===== config.mk =====
export PLATFORM = sky130hd
export DESIGN_NAME = wvtd_ram
export DESIGN_NICKNAME = d
export VERILOG_FILES = /design/src/hw/rtl/wvtd_ram.sv
export SDC_FILE = /design/constraint.sdc
export NUM_CORES = 2
export LEC_CHECK = 0
export BUFFER_PORTS_ARGS = -buffer_cell sky130_fd_sc_hd__buf_2
export CORE_MARGIN = 8
export CORE_UTILIZATION = 30
export CTS_CLUSTER_DIAMETER = 30
export DETAILED_ROUTE_END_ITERATION = 10
export GPL_ROUTABILITY_DRIVEN = 0
export MAX_ROUTING_LAYER = met4
export PLACE_DENSITY_LB_ADDON = 0.3
export RECOVER_POWER = 25
export SYNTH_ARGS = -nofsm -noshare
export SYNTH_HDL_FRONTEND = slang
export SYNTH_SLANG_ARGS = --single-unit

===== constraint.sdc =====
create_clock -name clk -period 5.82 [get_ports clk]
set_input_delay 1.455 -clock clk [delete_from_list [all_inputs] [get_ports clk]]
set_output_delay 1.455 -clock clk [all_outputs]
set_load 0.005 [all_outputs]

===== src/hw/rtl/wvtd_ram.sv =====
// Generic single-write, single-read RAM with registered read data.
// No dependencies.
module wvtd_ram #(
  parameter int WIDTH = 16,
  parameter int DEPTH = 128
) (
  input  logic                     clk,
  input  logic                     wr_en,
  input  logic [$clog2(DEPTH)-1:0] wr_addr,
  input  logic [WIDTH-1:0]         wr_data,
  input  logic                     rd_en,
  input  logic [$clog2(DEPTH)-1:0] rd_addr,
  output logic [WIDTH-1:0]         rd_data
);

  logic [WIDTH-1:0] mem [DEPTH];

  always_ff @(posedge clk) begin
    if (wr_en) begin
      mem[wr_addr] <= wr_data;
    end
    if (rd_en) begin
      rd_data <= mem[rd_addr];
    end
  end

endmodule


==> metrics.csv <==
metric,value,unit
drv_cap,13,
intPower,0.0324,W
critPathSlowestCell,clkbuf_1,
crit_start,wr_data[2],
grt_pass1_vias,37918,
tns,0,ps
synth-edff-count,2064,
drt_iter0_drc,3535,
hp-class,in2reg,
async_reset_ff_share,0,%
placed_area,0.0850,mm^2
seq_area_frac_synth,78.8,%
rr_endpoint,rd_data[11],
cts.hold.buffers_added,0,
drv_slew,828,
start_kind,primary input,
period_needed,4530,ps
syn_to_final_growth,25.1,%
critPathKind,in2reg,
yosysMostFrequentCell,edfxtp_1,
globalRouteOverflowTotal,0,
worstMarginPinSlew,4000,ps
grt_usage,15.5,%
sequentialPowerShare,40.3,%
required,6420,ps
ioPinCount,49,
switching_share,21.0,%
ir_drop,0.000235,V
yosys-top-cells-area,"edfxtp_1 79%, mux4_2 19%, nor2_1 0.58%",
synth-main-ff-cell,edfxtp_1,
core_area,0.262,mm^2
cp_cell_sequence,clkbuf_1 -> buf_4,
clkLatencyLatePin,950,ps
cp_max_fo,82,
cts_buffers,385,
power.density,417,mW/mm^2
r2r_start,mem[71][11],
first_pass_iters,7,
postRouteAntennaNets,0,
final_area,0.0985,mm^2
hold_viol,0,
violations,"capacitance limit, slew limit",
status,"finished, violations left",
critical_path.max_stage_delay,2740,ps
grt_max_degree,82,
worst_hold_slack,1180,ps
synth_common_cells,"2064 x edfxtp_1, 672 x mux4_2, 122 x nor2_1",
cts_tree,done,
drive_gt1_share,43.0,%
worst-path-buf-inv,2,
fmax,221,MHz
start_util,30.1,%
synth.distinct_cells,16,
nets,3605,
synth_top_area_share,78.8,%
syn-num-nets,3119,
path_delay_family,buffers and inverters,
cts_sinks,2064,
slew_headroom,-166,%
dieArea,0.279,mm^2
wire_per_inst,28.8,um
cts_resized,0,
period_share,77.8,%
path_depth,2,
switchingPower,0.00864,W
die_w,528,um
avgSynthCellArea,25.5,um^2
reg2reg_depth,4,
fp-row-count,188,
htreeDepth,5,
skew,80.1,ps
grt_first_pass_wirelength,300000,um
drc,0,
cts_setup_buffers,0,
root_buffer,clkbuf_16,
yosysTopAreaCell,edfxtp_1,
wirelength,214000,um
combPwrFrac,3.8,%
clock_tree.buffer_depth,4,
hpwlAfterDp,124000,um
antenna_found_initial,28,
io_buffer_count,48,
die_h,528,um
clkPwrFrac,55.9,%
final_core_util,37.6,%
finalSetupViolations,0,
ys.warnings.count,0,
avgViaCountPerCell,4.91,
r2r_slack,3110,ps
synth_area,0.0787,mm^2
rsz0062_at_grt,no,
finalPower,0.0411,W
cp_data_arrival_time,5130,ps
via_count,36482,
synth.ff_latch_count,2064,
syn_inst,3086,
cp-end-kind,register,
crit_path_end,mem[79][2],
leakagePower,30.9,nW
clk_pin_slew,50,ps
==> power by group through the flow <==
stage | Sequential (W) | Combinational [W] | Clock [W]
3_5_place_dp | 0.0168 | 0.00160 | 0
6_report | 0.0165 | 0.00157 | 0.0230
3_3_place_gp | 0.0168 | 0.00159 | 0
4_1_cts | 0.0165 | 0.00161 | 0.0233
2_1_floorplan | 0.0168 | 0.000803 | 0
5_1_grt | 0.0165 | 0.00165 | 0.0239
==> flip-flops by register name (all words and copies together), names as in the netlist <==
signal,cells
mem,2048
rd_data,16
==> cells in the final DEF (no fill, tap or decap), types with 40 or more instances in the layout <==
cell / Yosys / layout
edfxtp_1: 2064 / 2064
mux4_2: 672 / 672
clkbuf_16: 0 / 389
buf_4: 1 / 192
nor2_2: 0 / 78
bufinv_16: 0 / 68
inv_6: 0 / 46
clkinv_4: 0 / 45
clkinv_2: 0 / 40
==> metal layers <==
layer,wire (um),part of all wire [%],vias up,global-route usage [%]
li1,-,-,14687,-
met1,88900,42,20197,20.2
met2,105000,49,1249,24.6
met3,13200,6.2,349,2.99
met4,6610,3.1,0,5.44
met5,0,0,-,-
==> cell families after synthesis <==
| logic type | Yosys count | synth area share (%) |
|---|---|---|
| buf+inv | 164 | 0.879 |
| mux | 688 | 19.5 |
| flops | 2064 | 78.8 |
| simple gates | 170 | 0.886 |
==> stage by stage <==
stage	setup slack, ps	cells
floorplan	1730	3086
global placement	1060	6700
detailed placement	1070	6700
CTS	2070	7397
global route	1020	7418
finish	1290	7431
==> worst min path at each step <==
stage	to	cells past startpoint	slack, ps	start
final	mem[108][14]	1	1180	wr_data[14]
after global routing	mem[108][14]	1	1200	wr_data[14]
after CTS	mem[35][15]	1	920	wr_data[15]
after detailed placement	rd_data[7]	4	1200	mem[8][7]
after global placement	rd_data[7]	4	1200	mem[8][7]
after floorplan	rd_data[0]	4	1150	mem[36][0]
==> area by class of cell <==
cell class	count	area [um^2]
antenna	34	85.1
clock buffer	411	9820
clock inverter	286	3640
fill	23400	163000
multi-input combinational	858	16300
sequential	2064	62000
tap	3515	4400
timing repair buffer	263	2220
Power figures use the tool's default switching activity.
