[src/hw/rtl/wvtd_pkg.sv]
// Shared constants and types for the window variance trend detector.
// No dependencies; imported by wvtd_front, wvtd_back and the top module.
package wvtd_pkg;

  localparam int CFG_INDEX_BITS = 2;
  localparam int CFG_DATA_BITS  = 32;

  localparam logic [CFG_INDEX_BITS-1:0] REG_WINDOW_LENGTH  = 2'd0;
  localparam logic [CFG_INDEX_BITS-1:0] REG_VARIANCE_LIMIT = 2'd1;
  localparam logic [CFG_INDEX_BITS-1:0] REG_TREND_LIMIT    = 2'd2;

  localparam int WLEN_BITS   = 7;
  localparam int VLIM_BITS   = 32;
  localparam int TLIM_BITS   = 17;
  localparam int BEST_BITS   = 16;
  localparam int SPREAD_BITS = 32;
  localparam int SLOPE_BITS  = 17;

  localparam logic [WLEN_BITS-1:0] WLEN_RESET = 7'd16;
  localparam logic [VLIM_BITS-1:0] VLIM_RESET = 32'd6554;
  localparam logic [TLIM_BITS-1:0] TLIM_RESET = 17'h1FFF3;

  typedef enum logic [6:0] {
    ST_IDLE = 7'b0000001,
    ST_PASS = 7'b0000010,
    ST_MUL1 = 7'b0000100,
    ST_MUL2 = 7'b0001000,
    ST_LOAD = 7'b0010000,
    ST_DIV  = 7'b0100000,
    ST_HOLD = 7'b1000000
  } back_state_t;

endpackage

[src/hw/rtl/wvtd_front.sv]
// Front end: accepts samples, writes the sample store, tracks fill and pointer,
// and queues one job per sample for the back end. Uses wvtd_pkg.
module wvtd_front
  import wvtd_pkg::*;
#(
  parameter int WINDOW_MAX  = 64,
  parameter int SAMPLE_BITS = 16
) (
  input  logic                                   clk,
  input  logic                                   rst_n,
  input  logic                                   in_tvalid,
  output logic                                   in_tready,
  input  logic [SAMPLE_BITS-1:0]                 in_sample,
  input  logic [$clog2(WINDOW_MAX+1)-1:0]        len,
  output logic                                   ram_wr_en,
  output logic [$clog2(WINDOW_MAX+4)-1:0]        ram_wr_addr,
  output logic [SAMPLE_BITS-1:0]                 ram_wr_data,
  output logic                                   job_valid,
  input  logic                                   job_ready,
  output logic [$clog2(WINDOW_MAX+4)-1:0]        job_addr,
  output logic [$clog2(WINDOW_MAX+1)-1:0]        job_n,
  output logic                                   job_full
);

  localparam int CW = $clog2(WINDOW_MAX + 1);
  localparam int AW = $clog2(WINDOW_MAX + 4);

  logic [CW-1:0] fill_r, fill_nxt;
  logic [AW-1:0] wp_r, wp_nxt;
  logic [1:0]    cnt_r, cnt_nxt;
  logic          wsel_r, wsel_nxt;
  logic          rsel_r, rsel_nxt;

  logic [AW-1:0] q_addr [2];
  logic [CW-1:0] q_n    [2];
  logic          q_full [2];

  logic          accept;
  logic          pop;
  logic [CW:0]   fill_inc;
  logic [CW-1:0] n_new;

  assign in_tready = (cnt_r != 2'd2);
  assign accept    = in_tvalid && in_tready;
  assign job_valid = (cnt_r != 2'd0);
  assign pop       = job_valid && job_ready;

  assign fill_inc = {1'b0, fill_r} + {{CW{1'b0}}, 1'b1};
  assign n_new    = (fill_inc > {1'b0, len}) ? len : fill_inc[CW-1:0];

  assign ram_wr_en   = accept;
  assign ram_wr_addr = wp_r;
  assign ram_wr_data = in_sample;

  assign job_addr = q_addr[rsel_r];
  assign job_n    = q_n[rsel_r];
  assign job_full = q_full[rsel_r];

  always_comb begin
    fill_nxt = fill_r;
    wp_nxt   = wp_r;
    wsel_nxt = wsel_r;
    rsel_nxt = rsel_r;
    cnt_nxt  = cnt_r;
    if (accept) begin
      fill_nxt = n_new;
      wp_nxt   = wp_r + {{(AW-1){1'b0}}, 1'b1};
      wsel_nxt = ~wsel_r;
    end
    if (pop) begin
      rsel_nxt = ~rsel_r;
    end
    case ({accept, pop})
      2'b10:   cnt_nxt = cnt_r + 2'd1;
      2'b01:   cnt_nxt = cnt_r - 2'd1;
      default: cnt_nxt = cnt_r;
    endcase
  end

  always_ff @(posedge clk) begin
    if (!rst_n) begin
      fill_r <= '0;
      wp_r   <= '0;
      cnt_r  <= '0;
      wsel_r <= 1'b0;
      rsel_r <= 1'b0;
    end else begin
      fill_r <= fill_nxt;
      wp_r   <= wp_nxt;
      cnt_r  <= cnt_nxt;
      wsel_r <= wsel_nxt;
      rsel_r <= rsel_nxt;
    end
  end

  always_ff @(posedge clk) begin
    if (accept) begin
      q_addr[wsel_r] <= wp_r;
      q_n[wsel_r]    <= n_new;
      q_full[wsel_r] <= (n_new == len);
    end
  end

endmodule

[config.mk]
export PLATFORM = sky130hd
export DESIGN_NAME = wvtd_front
export DESIGN_NICKNAME = d
export VERILOG_FILES = /design/src/hw/rtl/wvtd_pkg.sv /design/src/hw/rtl/wvtd_front.sv
export SDC_FILE = /design/constraint.sdc
export NUM_CORES = 1
export LEC_CHECK = 0
export ABC_AREA = 1
export BUFFER_PORTS_ARGS = -buffer_cell sky130_fd_sc_hd__buf_4
export CORE_UTILIZATION = 25
export DETAILED_ROUTE_END_ITERATION = 16
export GPL_ROUTABILITY_DRIVEN = 0
export PLACE_DENSITY_LB_ADDON = 0.3
export SLEW_MARGIN = 20
export SYNTH_ARGS = -nofsm -noshare
export SYNTH_HDL_FRONTEND = slang
export SYNTH_SLANG_ARGS = --single-unit
[constraint.sdc]
create_clock -name clk -period 2.6 [get_ports clk]
set_clock_uncertainty 0.05 [all_clocks]
set_input_delay 0.26 -clock clk [delete_from_list [all_inputs] [get_ports clk]]
set_output_delay 0.26 -clock clk [all_outputs]
set_load 0.1 [all_outputs]
==> out/metrics.cfg <==
[pwr]
power_density_nw_per_um2 = 911
p_sw_mw = 1.34
ir_drop_v = 0.000397
p_clk_share_pct = 15.5
p_int_mw = 1.54
p_leak_nw = 1.37
combPwrFrac_pct = 48.8
switching_share_pct = 46.6
pwr-share-seq_pct = 35.7

[sta]
worst_slew_pin_slew_ns = 0.335
finalHoldViolCount = 0
post-route-period-util_pct = 94.6
fin_tns_setup_ns = 0
slew_viol_final = 0
rsz0062_at_grt = no
timing.hold.ws_ns = 0.207
fin_crit_ns = 2.46
clock.fmax_ghz = 0.407
setup_viol = 0
slew_headroom_pct = 77.6

[logic_synthesis]
synth_cell_types = 30
synth_xor_xnor_area_share_pct = 1.39
synthTopCellsByCount = 40 x inv_1, 38 x nand2_1, 30 x edfxtp_1
yosysTopAreaCellShare_pct = 35.7
yosysTopAreaCell = edfxtp_1
synth_edf_count = 30
synthCells = 272
synth-adder-area-share_pct = 4.96
synth_compound_area_share_pct = 7.88
synth_top_family_by_area = simple AND/OR/NAND/NOR gates
syn_nets = 309
postSynthAreaPerCell_um2 = 9.28
synthSimpleGateAreaFrac_pct = 15.6
synth_seq_cells = 49
synth_area_um2 = 2520
yosysWarnings = 0
synth.most_common_cell = inv_1
yosysSeqAreaShare_pct = 50.7
ys_async_sr_fraction_pct = 0
ys.flop_type = edfxtp_1
synth_area_leaders = edfxtp_1 36%, dfxtp_1 15%, mux2_2 6.7%
synth_mux_area_share_pct = 6.69

[global_route]
grt_pass1_vias = 1704
gr-total-overflow = 0
grt_usage_pct = 10.1
grt_max_degree = 17
antenna_found_initial = 0
grt_first_pass_wirelength_mm = 8.07

[hold_path]
hold_class = input port to flip-flop

[clock_network]
cts_tree = built
clock_latency_ns = 0.30
cts_made_buffers = 5
htreeDepth = 2
clk_pin_slew_ns = 0.09
cts_root_buf = clkbuf_8
clockBufferDepth = 2
cts_sinks = 49

[worst_setup_path]
worst_path_max_delay_cell = dfxtp_4
crit_path_max_fanout = 8
slowest_delay_ns = 0.38
reg2regPathDepth = 16
reg2reg_setup_slack_ns = 0.14
worstPathArrival_ns = 2.61
worstReg2RegStart = fill_r[1]
path_buf_inv = 4
cp-start-kind = flip-flop
r2r_end = fill_r[0]
crit_cells = 16
critPathLaunch = fill_r[1]
crit_type = flip-flop to flip-flop
path_cells = ha_4, nand2_2, nor2_4, nand2_2, xor2_2, inv_2, ha_4, nand3_2, inv_1, nand2_1, nand2_4, nand2_4, buf_4, o21a_1, o21ai_1, inv_1
path_delay_family = simple AND/OR/NAND/NOR gates
required_ns = 2.75
worstSetupEndpointType = flip-flop
crit_end = fill_r[0]

[floorplan]
die_h_um = 102
die-area_um2 = 10500
start_util_pct = 25.8
rows = 36
design.core.area_um2 = 9770
io_pins = 68
die_x_um = 102

[cells_and_area]
final_layout_size_suffix_gt1_share_pct = 34.3
nets = 345
fill_cells = 1019
area_delta_synth_final_pct = 25.4
antenna_cells = 0
final_core_util_pct = 32.4

[routing]
drc = 0
dr.pass1.iters = 4
wl_mm = 5.14
drt_iter0_drc = 70
wl_per_cell_um = 11.6
viasPerCell = 4.14
routed-via-count = 1832
ant_nets = 0

[place]
portBuffers = 35
dpl.hpwl_mm = 3.70

[flow_run]
maxCapViolCount = 0

[status]
outcome = completed

layout make-up:
class / instances / area [um2] / share of cell area, %
clock buffers: 5 / 68.8 / 2.17
clock inverters: 3 / 21.3 / 0.672
inverters: 43 / 163 / 5.14
multi-input cells: 160 / 1090 / 34.4
flip-flops and latches: 49 / 1290 / 40.6
well taps: 133 / 166 / 5.26
repair buffers: 49 / 372 / 11.7
logic make-up (layout without fill, tap and decap cells):
kind of cell    after synthesis  count (layout)
xor+xnor                      4               4
mux                          15              15
compound gates               38              38
buf+inv                      65             100
flops                        49              49
simple gates                 91              93
fa+ha+maj                    10              10
worst min-delay path by stage:
stage,startpoint,endpoint,slack (ns),cells after the start
after floorplan,rsel_r,flip-flop,0.38,1
after detailed placement,rsel_r,flip-flop,0.39,1
final,rst_n,ram_wr_addr[2],0.21,3
after CTS,rst_n,ram_wr_addr[2],0.20,3
after global routing,rst_n,ram_wr_addr[0],0.21,3
after global placement,rsel_r,rsel_r,0.38,1
cells in the final DEF (no fill, tap or decap), drive strengths merged:
cell      count
buf          49
nand2        45
inv          42
edfxtp       30
nor2         28
o21ai        24
dfxtp        19
nand3        16
mux2         15
a21oi        12
ha           10
clkbuf        5
xor2          3
clkinv        3
nor3          2
o21a          1
nand3b        1
a21o          1
xnor2         1
nor3b         1
clkinvlp      1
metal layers:
metal  share of wire [%]  vias to the layer above  wire [um]  global-route usage, %
met5                   0                        -          0                      0
met4                 1.0                        0         53                   2.64
met3                 5.9                       10        306                   3.05
met2                  47                       39       2410                   17.0
met1                  46                      840       2380                   12.7
li1                    -                      943          -                      -
registers in the layout (all words and copies together), names as in the netlist, named ones only:
| name | cells |
|---|---|
| q_n | 14 |
| rsel_r | 1 |
| wsel_r | 1 |
| q_full | 2 |
| fill_r | 7 |
| cnt_r | 2 |
| q_addr | 14 |
| ram_wr_addr | 7 |
tightest hold or removal path, cell delays in order:
cell	delay (ns)
buf_4	0.15
nand2_1	0.07
a21oi_1	0.04
stage by stage:
| step | area (um2) | instances | setup WS (ns) | power [mW] |
|---|---|---|---|---|
| after floorplan | 2520 | 272 | 0.134 | 2.20 |
| after global placement | 2870 | 428 | 0.0750 | 2.36 |
| after detailed placement | 2870 | 428 | -0.0295 | 2.37 |
| after CTS | 2990 | 437 | 0.0274 | 2.84 |
| after global routing | 3170 | 442 | 0.00241 | 3.05 |
| final | 3170 | 442 | 0.141 | 2.88 |
power groups by stage:
stage	logic, mW	clock network [mW]	registers (mW)
5_1_grt	1.51	0.489	1.04
3_3_place_gp	1.32	0	1.04
4_1_cts	1.36	0.463	1.02
3_5_place_dp	1.33	0	1.04
2_1_floorplan	1.13	0	1.07
6_report	1.41	0.447	1.03
repair_timing:
action,in CTS,in global routing
resized for setup,5,29
pin swaps,1,8
setup endpoints to repair,20,23
gates cloned,1,1
hold buffers,0,0
setup buffers,0,4
Note: power is estimated with default switching activity, not from simulation.
