$ cat src/hw/rtl/wvtd_pkg.sv
// Shared constants and types for the window variance trend detector.
// No dependencies; imported by wvtd_front, wvtd_back and the top module.
package wvtd_pkg;

  localparam int CFG_INDEX_BITS = 2;
  localparam int CFG_DATA_BITS  = 32;

  localparam logic [CFG_INDEX_BITS-1:0] REG_WINDOW_LENGTH  = 2'd0;
  localparam logic [CFG_INDEX_BITS-1:0] REG_VARIANCE_LIMIT = 2'd1;
  localparam logic [CFG_INDEX_BITS-1:0] REG_TREND_LIMIT    = 2'd2;

  localparam int WLEN_BITS   = 7;
  localparam int VLIM_BITS   = 32;
  localparam int TLIM_BITS   = 17;
  localparam int BEST_BITS   = 16;
  localparam int SPREAD_BITS = 32;
  localparam int SLOPE_BITS  = 17;

  localparam logic [WLEN_BITS-1:0] WLEN_RESET = 7'd16;
  localparam logic [VLIM_BITS-1:0] VLIM_RESET = 32'd6554;
  localparam logic [TLIM_BITS-1:0] TLIM_RESET = 17'h1FFF3;

  typedef enum logic [6:0] {
    ST_IDLE = 7'b0000001,
    ST_PASS = 7'b0000010,
    ST_MUL1 = 7'b0000100,
    ST_MUL2 = 7'b0001000,
    ST_LOAD = 7'b0010000,
    ST_DIV  = 7'b0100000,
    ST_HOLD = 7'b1000000
  } back_state_t;

endpackage

$ cat src/hw/rtl/wvtd_back.sv
// Back end: sweeps the window in the sample store, forms sums and products,
// runs bit-serial divisions and holds the result. Uses wvtd_pkg.
module wvtd_back
  import wvtd_pkg::*;
#(
  parameter int WINDOW_MAX  = 64,
  parameter int SAMPLE_BITS = 16
) (
  input  logic                              clk,
  input  logic                              rst_n,
  input  logic                              job_valid,
  output logic                              job_ready,
  input  logic [$clog2(WINDOW_MAX+4)-1:0]   job_addr,
  input  logic [$clog2(WINDOW_MAX+1)-1:0]   job_n,
  input  logic                              job_full,
  output logic                              ram_rd_en,
  output logic [$clog2(WINDOW_MAX+4)-1:0]   ram_rd_addr,
  input  logic [SAMPLE_BITS-1:0]            ram_rd_data,
  input  logic [VLIM_BITS-1:0]              variance_limit,
  input  logic [TLIM_BITS-1:0]              trend_limit,
  output logic                              out_valid,
  input  logic                              out_ready,
  output logic                              out_tune_needed,
  output logic                              out_window_full,
  output logic [BEST_BITS-1:0]              out_best_sample,
  output logic [SPREAD_BITS-1:0]            out_spread,
  output logic [SLOPE_BITS-1:0]             out_slope
);

  localparam int SW   = SAMPLE_BITS;
  localparam int CW   = $clog2(WINDOW_MAX + 1);
  localparam int AW   = $clog2(WINDOW_MAX + 4);
  localparam int S1W  = SW + CW;
  localparam int S2W  = 2 * SW + CW;
  localparam int NUMW = S2W + CW;
  localparam int DW   = 2 * CW;
  localparam int QW   = 2 * SW;
  localparam int TW   = TLIM_BITS + CW + 1;
  localparam int LW   = VLIM_BITS + DW;
  localparam int STW  = $clog2(QW);

  back_state_t state_r, state_nxt;

  logic [CW-1:0]  n_r;
  logic           full_r;
  logic [AW-1:0]  addr_r;
  logic [CW-1:0]  left_r;
  logic           rd_vld_r, rd_first_r, rd_last_r;
  logic [S1W-1:0] s1_r;
  logic [S2W-1:0] s2_r;
  logic [SW-1:0]  best_r, newest_r, oldest_r;

  logic [NUMW-1:0]       ns2_r, s1sq_r, num_r;
  logic [DW-1:0]         den_r;
  logic [LW-1:0]         lden_r;
  logic signed [SW:0]    diff_r;
  logic signed [TW-1:0]  tln_r;
  logic [CW-1:0]         nm1_r;
  logic                  trend_low_r, var_high_r;

  logic [DW-1:0]  sp_rem_r;
  logic [QW-1:0]  sp_quo_r;
  logic [CW-1:0]  sl_rem_r;
  logic [SW-1:0]  sl_quo_r;
  logic           neg_r;
  logic [STW-1:0] step_r;

  logic                   out_valid_r;
  logic                   tune_o_r, full_o_r;
  logic [BEST_BITS-1:0]   best_o_r;
  logic [SPREAD_BITS-1:0] spread_o_r;
  logic [SLOPE_BITS-1:0]  slope_o_r;

  logic [DW:0]      sp_sh;
  logic             sp_bit;
  logic [CW:0]      sl_sh;
  logic             sl_bit;
  logic [SW:0]      abs_diff;
  logic signed [SW:0] sl_val;
  logic [SW+SLOPE_BITS:0]  slope_ext;
  logic [QW+SPREAD_BITS-1:0] spread_ext;
  logic [SW+BEST_BITS-1:0]   best_ext;
  logic [QW-1:0]    rd_sq;
  logic             out_free;
  logic             tl_pos;

  assign job_ready   = (state_r == ST_IDLE);
  assign ram_rd_en   = (state_r == ST_PASS) && (left_r != '0);
  assign ram_rd_addr = addr_r;
  assign out_free    = !out_valid_r || out_ready;
  assign tl_pos      = !trend_limit[TLIM_BITS-1] && (trend_limit != '0);

  assign rd_sq  = QW'(ram_rd_data) * QW'(ram_rd_data);

  assign sp_sh  = {sp_rem_r, sp_quo_r[QW-1]};
  assign sp_bit = (sp_sh >= {1'b0, den_r});
  assign sl_sh  = {sl_rem_r, sl_quo_r[SW-1]};
  assign sl_bit = (sl_sh >= {1'b0, nm1_r});

  assign abs_diff  = diff_r[SW] ? (~diff_r + 1'b1) : diff_r;
  assign sl_val    = (nm1_r == '0) ? '0 :
                     (neg_r ? -$signed({1'b0, sl_quo_r}) : $signed({1'b0, sl_quo_r}));
  assign slope_ext  = {{SLOPE_BITS{sl_val[SW]}}, sl_val};
  assign spread_ext = {{SPREAD_BITS{1'b0}}, sp_quo_r};
  assign best_ext   = {{BEST_BITS{1'b0}}, best_r};

  always_comb begin
    state_nxt = state_r;
    case (state_r)
      ST_IDLE: if (job_valid) state_nxt = ST_PASS;
      ST_PASS: if (rd_vld_r && rd_last_r) state_nxt = ST_MUL1;
      ST_MUL1: state_nxt = ST_MUL2;
      ST_MUL2: state_nxt = ST_LOAD;
      ST_LOAD: state_nxt = ST_DIV;
      ST_DIV:  if (step_r == STW'(QW - 1)) state_nxt = ST_HOLD;
      ST_HOLD: if (out_free) state_nxt = ST_IDLE;
      default: state_nxt = ST_IDLE;
    endcase
  end

  always_ff @(posedge clk) begin
    if (!rst_n) begin
      state_r     <= ST_IDLE;
      rd_vld_r    <= 1'b0;
      out_valid_r <= 1'b0;
    end else begin
      state_r  <= state_nxt;
      rd_vld_r <= ram_rd_en;
      if (state_r == ST_HOLD && out_free) begin
        out_valid_r <= 1'b1;
      end else if (out_ready) begin
        out_valid_r <= 1'b0;
      end
    end
  end

  always_ff @(posedge clk) begin
    case (state_r)
      ST_IDLE: begin
        n_r      <= job_n;
        full_r   <= job_full;
        addr_r   <= job_addr;
        left_r   <= job_n;
        s1_r     <= '0;
        s2_r     <= '0;
        best_r   <= '0;
      end
      ST_PASS: begin
        if (left_r != '0) begin
          addr_r     <= addr_r - {{(AW-1){1'b0}}, 1'b1};
          left_r     <= left_r - {{(CW-1){1'b0}}, 1'b1};
          rd_first_r <= (left_r == n_r);
          rd_last_r  <= (left_r == {{(CW-1){1'b0}}, 1'b1});
        end
        if (rd_vld_r) begin
          s1_r <= s1_r + {{CW{1'b0}}, ram_rd_data};
          s2_r <= s2_r + {{CW{1'b0}}, rd_sq};
          if (ram_rd_data > best_r) best_r <= ram_rd_data;
          if (rd_first_r) newest_r <= ram_rd_data;
          oldest_r <= ram_rd_data;
        end
      end
      ST_MUL1: begin
        ns2_r  <= NUMW'(n_r) * NUMW'(s2_r);
        s1sq_r <= NUMW'(s1_r) * NUMW'(s1_r);
        den_r  <= DW'(n_r) * DW'(n_r);
        diff_r <= $signed({1'b0, newest_r}) - $signed({1'b0, oldest_r});
        nm1_r  <= n_r - {{(CW-1){1'b0}}, 1'b1};
        tln_r  <= $signed(trend_limit) * $signed({1'b0, n_r - {{(CW-1){1'b0}}, 1'b1}});
      end
      ST_MUL2: begin
        num_r       <= ns2_r - s1sq_r;
        lden_r      <= LW'(variance_limit) * LW'(den_r);
        trend_low_r <= (nm1_r != '0) ? (diff_r < tln_r) : tl_pos;
      end
      ST_LOAD: begin
        var_high_r <= (num_r > lden_r);
        sp_rem_r   <= num_r[NUMW-1:QW];
        sp_quo_r   <= num_r[QW-1:0];
        sl_rem_r   <= '0;
        sl_quo_r   <= abs_diff[SW-1:0];
        neg_r      <= diff_r[SW];
        step_r     <= '0;
      end
      ST_DIV: begin
        sp_rem_r <= sp_bit ? DW'(sp_sh - {1'b0, den_r}) : sp_sh[DW-1:0];
        sp_quo_r <= {sp_quo_r[QW-2:0], sp_bit};
        if (step_r < STW'(SW)) begin
          sl_rem_r <= sl_bit ? CW'(sl_sh - {1'b0, nm1_r}) : sl_sh[CW-1:0];
          sl_quo_r <= {sl_quo_r[SW-2:0], sl_bit};
        end
        step_r <= step_r + {{(STW-1){1'b0}}, 1'b1};
      end
      ST_HOLD: begin
        if (out_free) begin
          tune_o_r   <= full_r && (var_high_r || trend_low_r);
          full_o_r   <= full_r;
          best_o_r   <= best_ext[BEST_BITS-1:0];
          spread_o_r <= spread_ext[SPREAD_BITS-1:0];
          slope_o_r  <= slope_ext[SLOPE_BITS-1:0];
        end
      end
      default: begin
      end
    endcase
  end

  assign out_valid       = out_valid_r;
  assign out_tune_needed = tune_o_r;
  assign out_window_full = full_o_r;
  assign out_best_sample = best_o_r;
  assign out_spread      = spread_o_r;
  assign out_slope       = slope_o_r;

endmodule

$ cat config.mk
export PLATFORM = sky130hd
export DESIGN_NAME = wvtd_back
export DESIGN_NICKNAME = d
export VERILOG_FILES = /design/src/hw/rtl/wvtd_pkg.sv /design/src/hw/rtl/wvtd_back.sv
export SDC_FILE = /design/constraint.sdc
export NUM_CORES = 2
export LEC_CHECK = 0
export ABC_AREA = 1
export BUFFER_PORTS_ARGS = -buffer_cell sky130_fd_sc_hd__buf_2
export CORE_ASPECT_RATIO = 0.8
export CORE_MARGIN = 5
export CORE_UTILIZATION = 66
export CTS_CLUSTER_SIZE = 14
export DETAILED_ROUTE_END_ITERATION = 10
export PLACE_DENSITY = 0.84
export RECOVER_POWER = 100
export SLEW_MARGIN = 20
export SYNTH_ARGS = -nofsm -noshare
export SYNTH_HDL_FRONTEND = slang
export SYNTH_SLANG_ARGS = --single-unit
export TNS_END_PERCENT = 20
$ cat constraint.sdc
create_clock -name clk -period 17.61 [get_ports clk]
set_clock_uncertainty 0.05 [all_clocks]
set_input_delay 3.522 -clock clk [delete_from_list [all_inputs] [get_ports clk]]
set_output_delay 3.522 -clock clk [all_outputs]
set_load 0.03 [all_outputs]
==> results.cfg <==
[cts]
clk_pin_slew_worst_paths_ns = 0.07
cts-buffers-inserted = 55
post_cts_buffers = 0
cts.sinks = 532
holdBufCountCts = 0
cts_resized = 0
cts_root_buf = clkbuf_16
cts_buffer_depth = 3
clock_latency_ns = 0.68
cts_tree = done
htreeDepth = 2

[yosys]
yosysUniqueCellTypes = 56
syn_area_per_cell_sq_um = 8.042
synth_commonest_cells = nand2_1, inv_1, fa_1
seq_area_frac_synth_pct = 19.57
synth_area_leaders = fa_1, edfxtp_1, nand2_1, inv_1, ha_1
synth_largest_area_cell = fa_1
synth_top_area_share_pct = 29.62
synth.most_common_cell = nand2_1
synth_ff_type = edfxtp_1
synth_enable_flop_cells = 523
ys_ff_latch = 532
synth_cells = 10090
async_reset_ff_share_pct = 0
syn-cell-area_sq_mm = 0.08117
synth_warnings = 0

[floorplanning]
initial_core_util_pct = 66.21
die_w_um = 402.1
core-area_sq_mm = 0.1226
ios = 161
die_area_sq_mm = 0.1301
die_h_um = 323.7
row_count = 115

[route]
top_layer = met5
wirelength_um = 213500
vias_per_cell = 5.582
met1_length_um = 88130
routed-via-count = 65790
drtAntennaViolNets = 0
drc = 0
drt_iter0_drc = 6287
route.met2.wl_um = 94590
wl_met3_um = 23500
first_pass_iters = 6
wl_per_cell_um = 18.11

[finish]
num-nets-final = 12140
area_growth_pct = 4.783
final_layout_size_suffix_gt1_share_pct = 2.276
num-fill-cells = 9653
final_util_pct = 69.38

[timing]
slew_headroom_pct = -176.3
slew_viol_final = 910
worstMarginPinSlew_ns = 4.144
fmax_mhz = 90.40
period_minus_slack_ns = 11.06
rsz0062_at_grt = false
hold_viol_final = 0
min_period_over_period_pct = 62.81
setup_viol_count_final = 0
fin_tns_setup_ns = 0

[global_route]
grt_pass1_vias = 67970
gr-usage-all-layers_pct = 33.32
grt_max_degree = 81
antenna_found_initial = 2
grt_pass1_wl_um = 350300
gr-total-overflow = 0

[worst_setup_path]
path_delay_family = buffers and inverters
path_depth = 9
path_max_fanout = 63
end_kind = output pin
reg2reg_depth = 23
path_buf_inv = 6
critical_path_required_ns = 14.04
cpMostUsedCell = inv_1
path_cells = inv_1, nand3_1, inv_1, nand3_1, clkinv_1, clkbuf_1, o21ai_0, inv_1, clkbuf_1
crit_slowest_cell = nand3_1
start_kind = flop
crit_type = reg -> out
crit_arrival_ns = 7.49
critPathMaxStageDelay_ns = 2.23

[placement]
hpwlAfterDp_um = 175600
portBuffers = 160
routabilityCongestion = 0.9954

[min_path]
hold_depth = 0
worstHoldPathType = reg -> reg

[job]
cap_viol_max_count = 21

[status]
outcome = complete, but fails checks
violations = capacitance limit, slew limit
per-stage QoR:
step	setup slack, ns	instance area [sq um]	std cells	hold slack, ns
2_1_floorplan	1.396	81180	10100	0.3764
5_1_grt	6.015	85050	11790	0.4170
3_3_place_gp	8.449	83450	11690	0.3808
6_report	6.548	85050	11790	0.3988
4_1_cts	9.141	85330	11790	0.3998
3_5_place_dp	8.430	83450	11690	0.3842
state kept, by name, summed over array words and instances (netlist names), 17 cells and up:
| name | flops |
|---|---|
| s1sq_r | 45 |
| out_spread | 32 |
| tln_r | 25 |
| out_slope | 17 |
| num_r | 46 |
| diff_r | 17 |
| sp_quo_r | 32 |
| s1_r | 23 |
| lden_r | 46 |
| ns2_r | 46 |
| s2_r | 39 |
path summary, 6_finish.rpt:
path	startpoint	to	slack [ns]
worst min register to register	sp_quo_r[3]$_DFFE_PN_	out_spread[3]$_DFFE_PP_	0.40
worst max register to register	n_r[0]$_DFFE_PP_	tln_r[24]$_DFFE_PP_	7.96
worst min-delay path	sp_quo_r[3]$_DFFE_PN_	out_spread[3]$_DFFE_PP_	0.40
worst max-delay path	state_r[6]$_SDFFE_PN0P_	ram_rd_en	6.55
cells in the final DEF, fill, tap and decap left out, types with 13 or more instances in the layout:
cell type,count
nand2_1,2611
inv_1,2551
fa_1,1201
ha_1,747
nor2_1,688
edfxtp_1,523
a21oi_1,429
o21ai_0,267
nand3_1,256
xor2_1,146
clkbuf_1,127
nor3_1,63
nand4_1,62
xnor2_1,59
buf_2,58
clkbuf_16,55
buf_4,40
o21bai_1,39
o21a_1,23
a21o_1,21
a31oi_1,19
nand3b_1,13
metal layers:
layer | GRT usage [%] | up-vias
met5 | 0 | -
met4 | 10.31 | 2
met3 | 6.705 | 526
met2 | 52.15 | 3402
met1 | 47.57 | 31530
li1 | - | 30330
cell type report:
cell class,count,area [sq um],share of cell area (%)
Clock buffer,64,1410,1.658
Antenna cell,1,2.502,0.002942
Timing Repair Buffer,216,1033,1.215
Multi-Input combinational cell,6744,54600,64.20
Inverter,2556,9595,11.28
Tap cell,1638,2049,2.410
Sequential cell,532,15890,18.68
Clock inverter,36,475.5,0.5590
cell families (layout without fill, tap and decap cells):
kind of cell             after synthesis  count (layout)  share of synthesized area [%]
AND/OR/NAND/NOR                     3754            3754                          18.41
buffers and inverters               2820            2872                          13.12
adder cells (fa/ha/maj)             1948            1948                          41.14
AO/OA/AOI/OAI                        833             833                          5.534
flip-flops                           532             532                          19.57
XOR/XNOR                             205             205                          2.231
other                                  1               5                       0.004620
Power is left out: the tool's default activity adds up to more than one toggle a clock period on the data nets, which glitch-free logic cannot reach.
